===== src/hdl/cvs_pkg.sv =====
// ----------------------------------------------------------------------------
// cvs_pkg
// Shared types and constants for the conduction velocity stencil core.
// ----------------------------------------------------------------------------
package cvs_pkg;

	localparam int GRID_MAX_DEF = 128;

	localparam logic       ACT_LOAD    = 1'b0;
	localparam logic       ACT_COMPUTE = 1'b1;

	localparam logic [1:0] ST_OK      = 2'd0;
	localparam logic [1:0] ST_SAT     = 2'd1;
	localparam logic [1:0] ST_OUTSIDE = 2'd2;

	localparam logic [1:0] REG_ROWS = 2'd0;
	localparam logic [1:0] REG_COLS = 2'd1;
	localparam logic [1:0] REG_SPX  = 2'd2;
	localparam logic [1:0] REG_SPY  = 2'd3;

	localparam logic [31:0] VMAX = 32'hFFFF_FFFF;

	typedef enum logic [3:0] {
		S_IDLE,
		S_RD,
		S_RDW,
		S_DIV,
		S_DIVW,
		S_MUL,
		S_ADD,
		S_SQW,
		S_DONE
	} state_t;

	typedef enum logic {
		M_DIV,
		M_SQRT
	} iter_mode_t;

	typedef struct packed {
		logic       start;
		iter_mode_t mode;
	} iter_cmd_t;

	typedef struct packed {
		logic busy;
		logic done;
	} iter_stat_t;

endpackage


===== src/hdl/cvs_iter.sv =====
// ----------------------------------------------------------------------------
// cvs_iter
// Shared compare-subtract unit: 32-step restoring divide or integer sqrt.
// ----------------------------------------------------------------------------
module cvs_iter (
	input  logic               clk,
	input  logic               arst_n,
	input  cvs_pkg::iter_cmd_t cmd,
	input  logic [16:0]        num,
	input  logic [31:0]        den,
	input  logic [63:0]        rad,
	output cvs_pkg::iter_stat_t stat,
	output logic [31:0]        result
);

	logic               busy_q;
	logic               done_q;
	logic [4:0]         cnt_q;
	cvs_pkg::iter_mode_t mode_q;
	logic [35:0]        rem_q;
	logic [31:0]        quo_q;
	logic [63:0]        rad_q;
	logic [31:0]        den_q;

	logic [35:0] trial_a;
	logic [35:0] trial_b;
	logic [36:0] diff;
	logic        take;

	always_comb begin
		if (mode_q == cvs_pkg::M_DIV) begin
			trial_a = {rem_q[34:0], 1'b0};
			trial_b = {4'b0, den_q};
		end else begin
			trial_a = {rem_q[33:0], rad_q[63:62]};
			trial_b = {2'b0, quo_q, 2'b01};
		end
		diff = {1'b0, trial_a} - {1'b0, trial_b};
		take = !diff[36];
	end

	always_ff @(posedge clk or negedge arst_n) begin
		if (!arst_n) begin
			busy_q <= 1'b0;
			done_q <= 1'b0;
			cnt_q  <= '0;
		end else begin
			done_q <= 1'b0;
			if (cmd.start) begin
				busy_q <= 1'b1;
				cnt_q  <= '0;
			end else if (busy_q) begin
				cnt_q <= cnt_q + 5'd1;
				if (cnt_q == 5'd31) begin
					busy_q <= 1'b0;
					done_q <= 1'b1;
				end
			end
		end
	end

	always_ff @(posedge clk) begin
		if (cmd.start) begin
			mode_q <= cmd.mode;
			rem_q  <= (cmd.mode == cvs_pkg::M_DIV) ? {19'b0, num} : '0;
			quo_q  <= '0;
			rad_q  <= rad;
			den_q  <= den;
		end else if (busy_q) begin
			rem_q <= take ? diff[35:0] : trial_a;
			quo_q <= {quo_q[30:0], take};
			rad_q <= {rad_q[61:0], 2'b00};
		end
	end

	assign stat.busy = busy_q;
	assign stat.done = done_q;
	assign result    = quo_q;

	a_done_after_busy: assert property (@(posedge clk) disable iff (!arst_n)
		done_q |-> $past(busy_q))
		else $error("iter done without a running operation");
	a_no_restart: assert property (@(posedge clk) disable iff (!arst_n)
		cmd.start |-> !busy_q)
		else $error("iter started while busy");
	a_keeps_running: assert property (@(posedge clk) disable iff (!arst_n)
		(busy_q && cnt_q != 5'd31 && !cmd.start) |=> busy_q)
		else $error("iter stopped early");

endmodule


===== config.mk =====
export PLATFORM = sky130hd
export DESIGN_NAME = cvs_iter
export DESIGN_NICKNAME = d
export VERILOG_FILES = /design/src/hdl/cvs_pkg.sv /design/src/hdl/cvs_iter.sv
export SDC_FILE = /design/constraint.sdc
export NUM_CORES = 1
export LEC_CHECK = 0
export BUFFER_PORTS_ARGS = -buffer_cell sky130_fd_sc_hd__buf_2
export CELL_PAD_IN_SITES_DETAIL_PLACEMENT = 2
export CELL_PAD_IN_SITES_GLOBAL_PLACEMENT = 2
export CORE_MARGIN = 4
export CORE_UTILIZATION = 41
export DETAILED_ROUTE_END_ITERATION = 16
export PLACE_DENSITY_LB_ADDON = 0.1
export SYNTH_ARGS = -nofsm -noshare
export SYNTH_HDL_FRONTEND = slang
export SYNTH_SLANG_ARGS = --single-unit

===== constraint.sdc =====
create_clock -name clk -period 11.55 [get_ports clk]
set_input_delay 3.465 -clock clk [delete_from_list [all_inputs] [get_ports clk]]
set_output_delay 3.465 -clock clk [all_outputs]
set_load 0.01 [all_outputs]

# Word level (Yosys, flattened, before mapping)
# Index checks and enable logic that the tools add are counted.
[op_classes]
div_mod_pow = 0
shifts = 0
n_mul = 0
reduce_logical = 2
n_lt_le_gt_ge = 0
add_sub_neg = 2
bitwise = 0
n_mux = 16
n_eq_ne = 1
[ops]
columns = ["operator", "count"]
rows = [
  ["$mux W64", 2],
  ["$mux W35", 3],
  ["$sub A36 B34 Y37", 1],
  ["$mux W36", 1],
  ["$mux W34", 1],
  ["$mux W17", 1],
  ["$mux W5", 2],
  ["$mux W1", 6],
  ["$add A5 B1 Y5 const B", 1],
  ["$eq A5 B5 Y1 const B", 1],
  ["$reduce_bool A2 Y1", 1],
  ["$logic_not A1 Y1", 1],
]
[totals]
mem_bits_ro = 0
reg_bits = 171
output_inout_bits = 34
latchBits = 0
in_bits = 117
word_cells = 29
n_memories = 0
ram_bits = 0

# Depth between registers and ports, before layout
# Gate-level depths: netlist of the first run.
[depth]
ltp_word = 5
mapped_depth = 16
ltp_nobuf = 12

# Worst setup path before layout of the first run
# OpenSTA, ideal clock, no wires.
[synth_path]
path_type = "input-to-reg"
startpoint = "in cmd[1] (netlist bit)"
endpoint = "reg rad_q[0] (enable)"
n_path_buf = 1
slack_ns = 5.128
t_required_ns = 10.630
setup_time_ns = 0.920
path_stages = 3
arrival_time_ns = 5.501
path_cell_list = "inv_1 clkbuf_1 nand2_1"
[synth_between]
elab_chain_cells = 1
[synth_rtl]
columns = ["item", "line_no", "text"]
rows = [
  ["start, declared", "cvs_iter.sv:8", "input cvs_pkg::iter_cmd_t cmd,"],
  ["$reduce_bool A2 Y1 (no line)", "n/a", ""],
  ["end signal, assigned", "cvs_iter.sv:67", "rad_q <= rad;"],
  ["end signal, assigned", "cvs_iter.sv:72", "rad_q <= {rad_q[61:0], 2'b00};"],
  ["end, declared", "cvs_iter.sv:22", "logic [63:0] rad_q;"],
]
# No other way between the ends.
# A chain may end at the register's enable or synchronous reset.

# Worst setup path after layout of the first run
[layout_path]
startpoint = "in cmd[1] (netlist bit)"
endpoint = "reg rem_q[11] (enable)"
[layout_between]
elab_chain_cells = 1
[layout_rtl]
columns = ["item", "line_no", "text"]
rows = [
  ["$reduce_bool A2 Y1 (no line)", "n/a", ""],
  ["end signal, assigned", "cvs_iter.sv:65", "rem_q <= (cmd.mode == cvs_pkg::M_DIV) ? {19'b0, num} : '0;"],
  ["end signal, assigned", "cvs_iter.sv:70", "rem_q <= take ? diff[35:0] : trial_a;"],
  ["end, declared", "cvs_iter.sv:20", "logic [35:0] rem_q;"],
]
# No other way between the ends.

==> results of run 1 <==
## cell families after synthesis
| logic type | count (synthesis) | synth area share, % |
|---|---|---|
| DFF | 171 | 51.5 |
| and+or+nand+nor | 167 | 7.76 |
| muxes | 163 | 18.9 |
| AOI/OAI and AO/OA | 154 | 11.0 |
| buffers and inverters | 59 | 2.78 |
| adders and majority gates | 36 | 4.93 |
| xor gates and xnor gates | 34 | 3.21 |
## sequential cells by signal, summed over array words and instances, names as in the netlist
name and count:
cnt_q 5, rad_q 64, mode_q 1, done_q 1, busy_q 1, result 32, den_q 32, rem_q 35
## worst max-delay path, cell delays in order
cell	delay [ps]
buf_6	540
inv_1	520
nand2_4	530
buf_4	790
## where the power goes
part	switching (W)	leakage, nW	internal [W]	total (W)
Combinational	0.000667	2.79	0.000464	0.00113
Clock	0.000290	0.291	0.000293	0.000583
Sequential	0.0000482	1.76	0.000781	0.000829
Total	0.00100	4.84	0.00154	0.00254
## synth_stat cells (8+ instances only)
cell type / number / area, um^2
edfxtp_1: 132 / 3960
mux2_2: 95 / 1070
mux2i_1: 68 / 681
nand2_1: 64 / 240
nor2_1: 61 / 229
a21oi_1: 48 / 240
ha_1: 35 / 438
dfxtp_1: 32 / 641
clkbuf_1: 31 / 116
a21o_1: 19 / 143
o21ai_0: 19 / 95.1
xnor2_1: 19 / 166
inv_1: 15 / 56.3
xor2_1: 15 / 131
o21ai_1: 10 / 50.1
a211oi_1: 9 / 67.6
a31oi_1: 9 / 56.3
and3_1: 8 / 50.1
## metrics by stage
step                      std cells  instance area [um^2]
final                          1207                 10800
after global routing           1207                 10800
after CTS                      1207                 10800
after detailed placement       1175                 10200
after global placement         1175                 10200
after floorplan                 784                  9290
## placed cells by master, fill, tap and decap left out, types with 6 or more instances in the layout
| master | n |
|---|---|
| a211oi_1 | 9 |
| o21ai_0 | 19 |
| nand3_1 | 7 |
| and3_1 | 8 |
| dfxtp_1 | 32 |
| nand2b_1 | 6 |
| mux2i_1 | 68 |
| edfxtp_1 | 132 |
| nor2_1 | 61 |
| nand2_1 | 63 |
| xor2_1 | 15 |
| a21o_1 | 19 |
| clkbuf_16 | 17 |
| nand4_1 | 6 |
| a21oi_1 | 48 |
| xnor2_1 | 19 |
| dfrtp_1 | 6 |
| mux2_2 | 95 |
| buf_2 | 149 |
| o21ai_1 | 10 |
| a31oi_1 | 9 |
| ha_1 | 35 |
| inv_1 | 15 |
## layer usage
layer | global-route usage (%) | routed length [um] | share of wire [%] | vias to the layer above
met5 | 0 | 22 | 0.081 | -
met4 | 4.43 | 327 | 1.2 | 4
met3 | 5.54 | 1380 | 5.1 | 25
met2 | 38.9 | 13800 | 51 | 132
met1 | 28.2 | 11700 | 43 | 3355
li1 | - | - | - | 3170
## layout make-up
class                   count  share of cell area [%]
repair buffers            155                    7.33
clock buffers              18                    3.96
inverters                  15                   0.520
flip-flops and latches    171                    44.1
clock inverters            14                    1.57
well taps                 280                    3.23
multi-input cells         554                    39.3
## path summary, 6_finish.rpt
kind	startpoint	to	slack [ps]	cells past startpoint
min in group asynchronous	arst_n	cnt_q[2]	2860	1
setup / recovery	cmd[1]	rem_q[11]	5670	4
hold / removal	rad_q[57]	rad_q[59]	550	1
max in group asynchronous	arst_n	busy_q	8510	1
setup reg to reg	mode_q	rem_q[6]	6110	13
hold reg to reg	rad_q[57]	rad_q[59]	550	1
==> qor.csv, run 1 <==
stage;metric;value;unit
synthesis;synth_warnings;0;
die;die_area;25100;um^2
die;die_h;158;um
route;drt-initial-drc-count;281;
route;drtAntennaViolNets;0;
route;drt_first_pass_iters;4;
setup_path;path_class;in -> reg;
die;die_w;158;um
clock_tree;cts_buffers;17;
power_and_ir_drop;pwr_density_cell;235;nW/um^2
sta;hold_viol;0;
clock_tree;post_cts_buffers;0;
setup_path;required;11610;ps
clock_tree;post_cts_resized;0;
route;wl;27300;um
hold_path;min_path_type;reg -> reg;
synthesis;async_flop_share;4.09;%
finish;multi_input_area;4260;um^2
place;numPortBuffers;150;
sta;setup_viol;0;
clock_tree;root_buffer;clkbuf_16;
sta;fin_ws;5670;ps
synthesis;synth_edf_count;132;
finish;area_growth;16.7;%
finish;fin_nets;1067;
setup_path;arrival;5940;ps
place;place_ws;5160;ps
finish;utilization;49.2;%
global_routing;antenna_found_initial;2;
route;viasPerCell;5.54;
setup_path;end_kind;flop;
place;place_hpwl;19600;um
synthesis;syn_area;9290;um^2
die;initial_utilization;42.2;%
clock_tree;cts_tree;yes;
synthesis;synth_cells;784;
die;fp-row-count;54;
clock_tree;clockBufferDepth;2;
synthesis;avgSynthCellArea;11.8;um^2
setup_path;cp_max_fo;87;
synthesis;ys_seq_elements;171;
sta;final.setup.tns;0;ps
global_routing;grt_first_pass_wirelength;42900;um
sta;layout_min_cycle_time;5880;ps
clock_tree;cts.clk_slew.worst_paths;70;ps
sta;rsz0062_at_grt;false;
finish;num_antenna_cells;0;
global_routing;grt_max_degree;88;
power_and_ir_drop;power;0.00254;W
place;gp_congestion;0.801;
global_routing;gr-total-overflow;0;
sta;tightestPinTransition;968;ps
finish;fill_cells;2193;
synthesis;ys_seq_area_share;51.5;%
setup_path;crit_path_start_kind;primary input;
clock_tree;cts_max_level;4;
sta;post-route-period-util;50.9;%
synthesis;syn-num-nets;937;
sta;max_freq;170;MHz
clock_tree;numClockSinks;171;
global_routing;first_global_vias;7535;
finish;final-seq-area;4780;um^2
synthesis;synth_ff_type;edfxtp_1;
clock_tree;hold_buffers;0;
sta;skew;9.65;ps
status;status;finished, final reports clean;
route;post_drt_wl_per_cell;22.6;um
sta;drv_slew;0;
die;io_pins;151;
flow_run;cap_violations;0;
global_routing;grtUsageTotal;22.3;%
route;via_count;6686;
sta;timing.hold.ws;554;ps
clock_tree;clock_latency;430;ps
sta;max_slew_margin;35.5;%
die;core_area;22000;um^2
power_and_ir_drop;peakVddDrop;0.0000958;V
synthesis;ys_types;60;
finish;drive_gt1_share;31.8;%
power_and_ir_drop;leakagePower;4.84;nW
route;drc_errors;0;
No activity file was read; power rests on OpenSTA's default activity.
==> inputs of run 2 (changes only) <==
Settings changed: ABC_AREA from default to 1, CORE_UTILIZATION 41 to 33.
Clock period 11.55 ns to 5.72 ns, I/O delays scaled along.
==> run 2 against run 1 <==
Via count rose by 41%. Area after synthesis rose by 9.7%. Critical path type is now reg -> reg. Largest cell class unchanged. Global-route usage fell by 0.14 points. Flip-flop and latch count did not move.
==> qor.csv, run 2 <==
stage;metric;value;unit;change
route;wl;36900;um;was 27300 um
setup_path;worstPathCellList;inv_2 > o21ai_0 > ha_1 > nand2_2 > inv_2 > a21oi_1 > nand2_1 > a21oi_4 > nand3_4 > o21ai_1 > nor2_1;;was buf_6 > inv_1 > nand2_4 > buf_4
finish;stdcell_area;11900;um^2;was 10800 um^2
power_and_ir_drop;pwr_density_cell;451;nW/um^2;was 235 nW/um^2
clock_tree;cts_tree;yes;;unchanged
setup_path;r2r_end;rem_q[28];;was rem_q[6]
setup_path;arrival;4470;ps;was 5940 ps
synthesis;synth_common_cells;nand2_1, inv_1, edfxtp_1;;was edfxtp_1, mux2_2, mux2i_1
place;place_hpwl;27300;um;was 19600 um
global_routing;first_global_vias;10500;;was 7535
synthesis;yosysMostFrequentCell;nand2_1;;was edfxtp_1
die;die_h;184;um;was 158 um
die;die_w;184;um;was 158 um
sta;drv_slew;0;;unchanged
setup_path;required;5930;ps;was 11610 ps
setup_path;endpoint;rem_q[28];;was rem_q[11]
die;die_area;33800;um^2;was 25100 um^2
setup_path;crit_path_max_incr_delay;700;ps;was 790 ps
place;placed_area;11300;um^2;was 10200 um^2
finish;drive_gt1_share;15.3;%;was 31.8%
flow_run;cap_violations;0;;unchanged
synthesis;synth_top_area_share;38.9;%;was 42.7%
sta;max_slew_margin;28.3;%;was 35.5%
clock_tree;root_buffer;clkbuf_16;;unchanged
setup_path;r2r-start;mode_q;;unchanged
setup_path;slowest_stage;nand3_4;;was buf_4
synthesis;synth_area_leaders;edfxtp_1, nand2_1, dfxtp_1;;was edfxtp_1, mux2_2, mux2i_1
finish;top_regs;rad_q (64), rem_q (35);;unchanged
setup_path;ff2ff_path_depth;11;;was 13
global_routing;grtUsageTotal;22.1;%;was 22.3%
sta;hold_viol;0;;unchanged
sta;layout_min_cycle_time;4260;ps;
global_routing;grt_max_degree;102;;was 88
sta;max_freq;235;MHz;
route;via_count;9420;;was 6686
clock_tree;hold_buffers;0;;unchanged
route;drt-initial-drc-count;429;;was 281
die;io_pins;151;;unchanged
clock_tree;numClockSinks;171;;unchanged
synthesis;ys_types;38;;was 60
setup_path;reg2reg_slack;1460;ps;was 6110 ps
route;viasPerCell;4.99;;was 5.54
die;fp-row-count;64;;was 54
clock_tree;cts.clk_slew.worst_paths;80;ps;was 70 ps
setup_path;timing.critical_path.mode_cell;inv_2;;
synthesis;synth_warnings;0;;unchanged
sta;setup_viol;0;;unchanged
setup_path;end_kind;flop;;unchanged
finish;largest_reg_flops;64;;unchanged
clock_tree;post_cts_resized;0;;unchanged
clock_tree;cts_max_level;4;;unchanged
setup_path;crit_path_start_kind;flop;;was primary input
setup_path;crit_start;mode_q;;was cmd[1]
clock_tree;post_cts_buffers;0;;unchanged
die;core_area;30500;um^2;was 22000 um^2
setup_path;cp.depth;11;;was 4
clock_tree;clockBufferDepth;2;;unchanged
place;numPortBuffers;150;;unchanged
global_routing;gr-total-overflow;0;;unchanged
global_routing;antenna_found_initial;6;;was 2
status;status;finished, final reports clean;;unchanged
synthesis;ys_seq_area_share;46.9;%;was 51.5%
synthesis;synth_ff_type;edfxtp_1;;unchanged
clock_tree;cts_buffers;17;;unchanged
synthesis;avgSynthCellArea;7.55;um^2;was 11.8 um^2
sta;post-route-period-util;74.5;%;
synthesis;ys_seq_elements;171;;unchanged
sta;rsz0062_at_grt;false;;unchanged
place;gp_congestion;0.863;;was 0.801
power_and_ir_drop;peakVddDrop;0.000206;V;was 0.0000958 V
die;initial_utilization;33.4;%;was 42.2%
sta;timing.hold.ws;500;ps;was 554 ps
sta;skew;22.3;ps;was 9.65 ps
setup_path;crit_family;compound AO/OA/AOI/OAI gates;;was buffers and inverters
synthesis;yosys.area.top_type;edfxtp_1;;unchanged
finish;final_cell_mix;nand2_1, inv_1, buf_2, edfxtp_1, nor2_1;;was buf_2, edfxtp_1, mux2_2, mux2i_1, nand2_1
power_and_ir_drop;power;0.00536;W;was 0.00254 W
setup_path;path_class;reg -> reg;;was in -> reg
sta;tightestPinTransition;1080;ps;was 968 ps
finish;fin_nets;1628;;was 1067
route;post_drt_wl_per_cell;19.5;um;was 22.6 um
synthesis;synth_cells;1349;;was 784
route;drtAntennaViolNets;0;;unchanged
global_routing;grt_first_pass_wirelength;57800;um;was 42900 um
setup_path;path_buf_inv;2;;was 3
sta;final.setup.tns;0;ps;unchanged
setup_path;cp_max_fo;50;;was 87
synthesis;synth_edf_count;132;;unchanged
power_and_ir_drop;leakagePower;5.88;nW;was 4.84 nW
route;drc_errors;0;;unchanged
synthesis;syn-num-nets;1502;;was 937
hold_path;min_path_type;reg -> reg;;unchanged
route;drt_first_pass_iters;5;;was 4
finish;final_common_cell;nand2_1;;was buf_2
synthesis;async_flop_share;4.09;%;unchanged
clock_tree;clock_latency;470;ps;was 430 ps
finish;area_growth;16.8;%;was 16.7%
synthesis;syn_area;10200;um^2;was 9290 um^2
finish;regMostFlops;rad_q;;unchanged
-- run 2: changes by cell type in the layout (fill, tap and decap cells not counted), moves of 31 or more --
cell,before,now
o22ai_1,0,31
mux2_2,95,0
nand3_1,7,58
mux2i_1,68,0
nand2_1,63,525
inv_1,15,167
o21ai_0,19,73
-- run 2: area by class of cell --
cell class                 count  area [um^2]
inverter                     175          658
clock inverter                14          176
timing repair buffer         158          838
fill                        3536        18600
antenna                        2         5.00
sequential                   171         4780
clock buffer                  18          429
multi-input combinational    952         4520
tap                          396          495
-- run 2: cells by family (layout without fill, tap and decap cells) --
kind of cell | after synthesis | after routing | synth area share [%]
other | 0 | 2 | 0
adder cells (fa/ha/maj) | 36 | 36 | 4.49
buffers and inverters | 226 | 365 | 8.80
AO/OA/AOI/OAI | 162 | 162 | 8.79
AND/OR/NAND/NOR | 739 | 739 | 29.7
XOR/XNOR | 15 | 15 | 1.29
flip-flops | 171 | 171 | 46.9
-- run 2: through the flow --
stage	instances	setup slack, ps	util (%)
after CTS	1884	1460	39.0
after global routing	1884	1140	39.0
after detailed placement	1852	1520	37.0
after global placement	1852	1630	37.0
final	1886	1460	39.0
after floorplan	1349	180	-
-- run 2: worst min-delay path, cell delays in order (launching register included) --
cell and delay (ps):
edfxtp_1 320, nand2_1 50, nand2_1 50
-- run 2: routing by layer --
| layer | vias up | wire, um | share of wire (%) | track usage [%] |
|---|---|---|---|---|
| li1 | 4603 | - | - | - |
| met1 | 4611 | 16400 | 45 | 28.2 |
| met2 | 151 | 17800 | 48 | 37.5 |
| met3 | 43 | 1920 | 5.2 | 5.66 |
| met4 | 12 | 624 | 1.7 | 5.94 |
| met5 | - | 96 | 0.26 | 0 |
-- run 2: worst min-delay path by stage --
stage / depth (start not counted) / end / startpoint / slack (ps)
after floorplan: 2 / cnt_q[4] / cnt_q[4] / 480
after global placement: 2 / rad_q[46] / rad_q[44] / 490
after detailed placement: 2 / result[31] / result[31] / 500
after CTS: 2 / rad_q[29] / rad_q[27] / 510
after global routing: 2 / rad_q[19] / rad_q[17] / 540
final: 2 / rad_q[29] / rad_q[27] / 500
-- run 2: power breakdown --
part           switching (W)  internal, W  total (W)  leakage, nW
registers          0.0000862      0.00157    0.00166         1.78
clock network       0.000589     0.000664    0.00125        0.299
logic                0.00168     0.000776    0.00245         3.81
total                0.00235      0.00301    0.00536         5.88
==> inputs of run 3 (changes only) <==
Clock period 5.72 ns to 4.3 ns, I/O delays scaled along.
==> run 3 against run 2 <==
Routed wire length is 1.9% lower. Worst setup slack worse by 810 ps. First-iteration DRC count is 3.3% lower. Combinational power is 33% higher. Power is 31% higher. Die area stayed put. Cell count is 0.16% higher. Utilization is 0.10 points lower.
==> qor.csv, run 3 (synthesis gave the netlist of run 2 again) <==
stage;metric;value;unit;change
status;status;finished, final reports clean;;unchanged
clock_tree;cts_buffers;17;;unchanged
finish;area_growth;16.5;%;was 16.8%
setup_path;ff2ff_path_depth;13;;was 11
hold_path;min_path_type;reg -> reg;;unchanged
setup_path;cp_max_fo;33;;was 50
hold_path;holdPathEnd;rad_q[3];;was rad_q[29]
global_routing;grtUsageMet3;5.42;%;was 5.66%
finish;multi_input_area;4520;um^2;unchanged
clock_tree;hold_buffers;0;;unchanged
power_and_ir_drop;intPower;0.00392;W;was 0.00301 W
hold_path;min_from;rad_q[1];;was rad_q[27]
setup_path;arrival;3840;ps;was 4470 ps
power_and_ir_drop;switching_share;44.1;%;was 43.8%
die;core_area;30500;um^2;unchanged
die;die_w;184;um;unchanged
clock_tree;root_buffer;clkbuf_16;;unchanged
clock_tree;cts_max_level;4;;unchanged
power_and_ir_drop;p_switching;0.00309;W;was 0.00235 W
sta;max_freq;273;MHz;was 235 MHz
global_routing;use_met1;27.7;%;was 28.2%
finish;stdcell_area;11900;um^2;about the same
die;die_area;33800;um^2;unchanged
clock_tree;numClockSinks;171;;unchanged
finish;fill_cells;3648;;was 3536
die;io_pins;151;;unchanged
die;fp-row-count;64;;unchanged
setup_path;crit_path_start_kind;flop;;unchanged
sta;tightestPinTransition;966;ps;was 1080 ps
finish;fin_nets;1632;;was 1628
sta;layout_min_cycle_time;3660;ps;was 4260 ps
global_routing;top_usage_layer;met2;;unchanged
place;place_hpwl;26700;um;was 27300 um
setup_path;r2r-start;mode_q;;unchanged
die;die_h;184;um;unchanged
finish;regMostFlops;rad_q;;unchanged
route;viasPerCell;5.01;;was 4.99
global_routing;grtUsageTotal;21.5;%;was 22.1%
place;numPortBuffers;150;;unchanged
route;drt_first_pass_iters;5;;unchanged
finish;final-seq-area;4780;um^2;unchanged
route;post_drt_wl_per_cell;19.1;um;was 19.5 um
sta;drv_slew;0;;unchanged
power_and_ir_drop;leakagePower;5.88;nW;about the same
global_routing;first_global_vias;10500;;about the same
route;wl;36100;um;was 36900 um
finish;utilization;38.9;%;was 39.0%
route;drtAntennaViolNets;0;;unchanged
die;initial_utilization;33.4;%;unchanged
clock_tree;cts.clk_slew.worst_paths;80;ps;about the same
clock_tree;post_cts_resized;0;;unchanged
setup_path;slowest_stage;inv_2;;was nand3_4
global_routing;grt_first_pass_wirelength;57200;um;was 57800 um
setup_path;worstPathCellList;inv_2 > o21ai_0 > ha_1 > nand2_2 > nor2_2 > nand2_1 > nor2_2 > nand3_4 > nand3_4 > buf_4 > nand3_1 > inv_1 > nor2_1;;was inv_2 > o21ai_0 > ha_1 > nand2_2 > inv_2 > a21oi_1 > nand2_1 > a21oi_4 > nand3_4 > o21ai_1 > nor2_1
clock_tree;clock_latency;440;ps;was 470 ps
place;gp_congestion;0.833;;was 0.863
clock_tree;cts_tree;yes;;unchanged
setup_path;r2r_end;rem_q[18];;was rem_q[28]
global_routing;gr-total-overflow;0;;unchanged
power_and_ir_drop;pwr_density_cell;590;nW/um^2;was 451 nW/um^2
power_and_ir_drop;power;0.00700;W;was 0.00536 W
hold_path;whs_path_depth;2;;unchanged
sta;rsz0062_at_grt;false;;unchanged
setup_path;path_class;reg -> reg;;unchanged
finish;final_cell_mix;nand2_1, inv_1, buf_2, edfxtp_1, nor2_1;;unchanged
sta;hold_viol;0;;unchanged
finish;top_regs;rad_q (64), rem_q (35);;unchanged
sta;skew;19.8;ps;was 22.3 ps
place;placed_area;11300;um^2;about the same
power_and_ir_drop;power_frac_comb;46.4;%;was 45.7%
finish;drive_gt1_share;15.5;%;was 15.3%
sta;timing.hold.ws;511;ps;was 500 ps
route;via_count;9456;;was 9420
clock_tree;post_cts_buffers;0;;unchanged
global_routing;grt_max_degree;102;;unchanged
power_and_ir_drop;power.share.sequential;31.2;%;was 30.9%
finish;largest_reg_flops;64;;unchanged
setup_path;end_kind;flop;;unchanged
setup_path;required;4490;ps;was 5930 ps
sta;final.setup.tns;0;ps;unchanged
global_routing;antenna_found_initial;7;;was 6
setup_path;reg2reg_slack;640;ps;was 1460 ps
setup_path;crit_path_max_incr_delay;480;ps;was 700 ps
clock_tree;clockBufferDepth;2;;unchanged
sta;setup_viol;0;;unchanged
sta;post-route-period-util;85.0;%;was 74.5%
power_and_ir_drop;pwr-share-clk;22.4;%;was 23.4%
flow_run;cap_violations;0;;unchanged
finish;final_common_cell;nand2_1;;unchanged
route;drt-initial-drc-count;415;;was 429
sta;max_slew_margin;35.6;%;was 28.3%
global_routing;gr-usage-met2;37.5;%;about the same
power_and_ir_drop;peakVddDrop;0.000252;V;was 0.000206 V
route;drc_errors;0;;unchanged
## run 3: cell types whose count changed in the layout (fill, tap and decap cells not counted), sizes merged
cell	change
buf	+4
bufinv	-2
diode	-1
inv	+2
## run 3: how the worst max path moves through the flow
stage               startpoint  slack, ps        end  depth (start not counted)
floorplan               cmd[1]        430   rad_q[0]                          5
global placement        mode_q        710  rem_q[25]                         15
detailed placement      mode_q        610  rem_q[21]                         13
CTS                     mode_q        590   rem_q[1]                         13
global route            mode_q        350  rem_q[27]                         13
finish                  mode_q        640  rem_q[18]                         13
## run 3: power groups by stage
stage / Sequential [W] / Combinational (W) / Clock (W)
5_1_grt: 0.00221 / 0.00369 / 0.00168
3_3_place_gp: 0.00221 / 0.00315 / 0
3_5_place_dp: 0.00222 / 0.00327 / 0
6_report: 0.00218 / 0.00325 / 0.00157
2_1_floorplan: 0.00218 / 0.00234 / 0
4_1_cts: 0.00219 / 0.00329 / 0.00161
## run 3: through the flow
stage / instances / setup slack [ps]
6_report: 1889 / 643
5_1_grt: 1888 / 354
4_1_cts: 1888 / 595
3_5_place_dp: 1856 / 609
3_3_place_gp: 1856 / 713
2_1_floorplan: 1349 / 434
## run 3: worst max-delay path, delay by kind of cell (launching register included)
| kind | cells | cell delay (ps) |
|---|---|---|
| AND/OR/NAND/NOR | 8 | 1300 |
| flip-flops | 1 | 440 |
| adder cells (fa/ha/maj) | 1 | 470 |
| buffers and inverters | 3 | 890 |
| AO/OA/AOI/OAI | 1 | 300 |
## run 3: metal layers
layer,vias to the layer above,routed length [um]
met3,31,1900
met5,-,84
met2,162,17700
met4,14,283
li1,4607,-
met1,4642,16200
## run 3: area by class of cell
class,instances,share of cell area [%]
Tap cell,396,4.17
Clock buffer,18,3.62
Multi-Input combinational cell,952,38.1
Clock inverter,14,1.11
Inverter,175,5.53
Timing Repair Buffer,162,7.21
Sequential cell,171,40.3
Antenna cell,1,0.0211
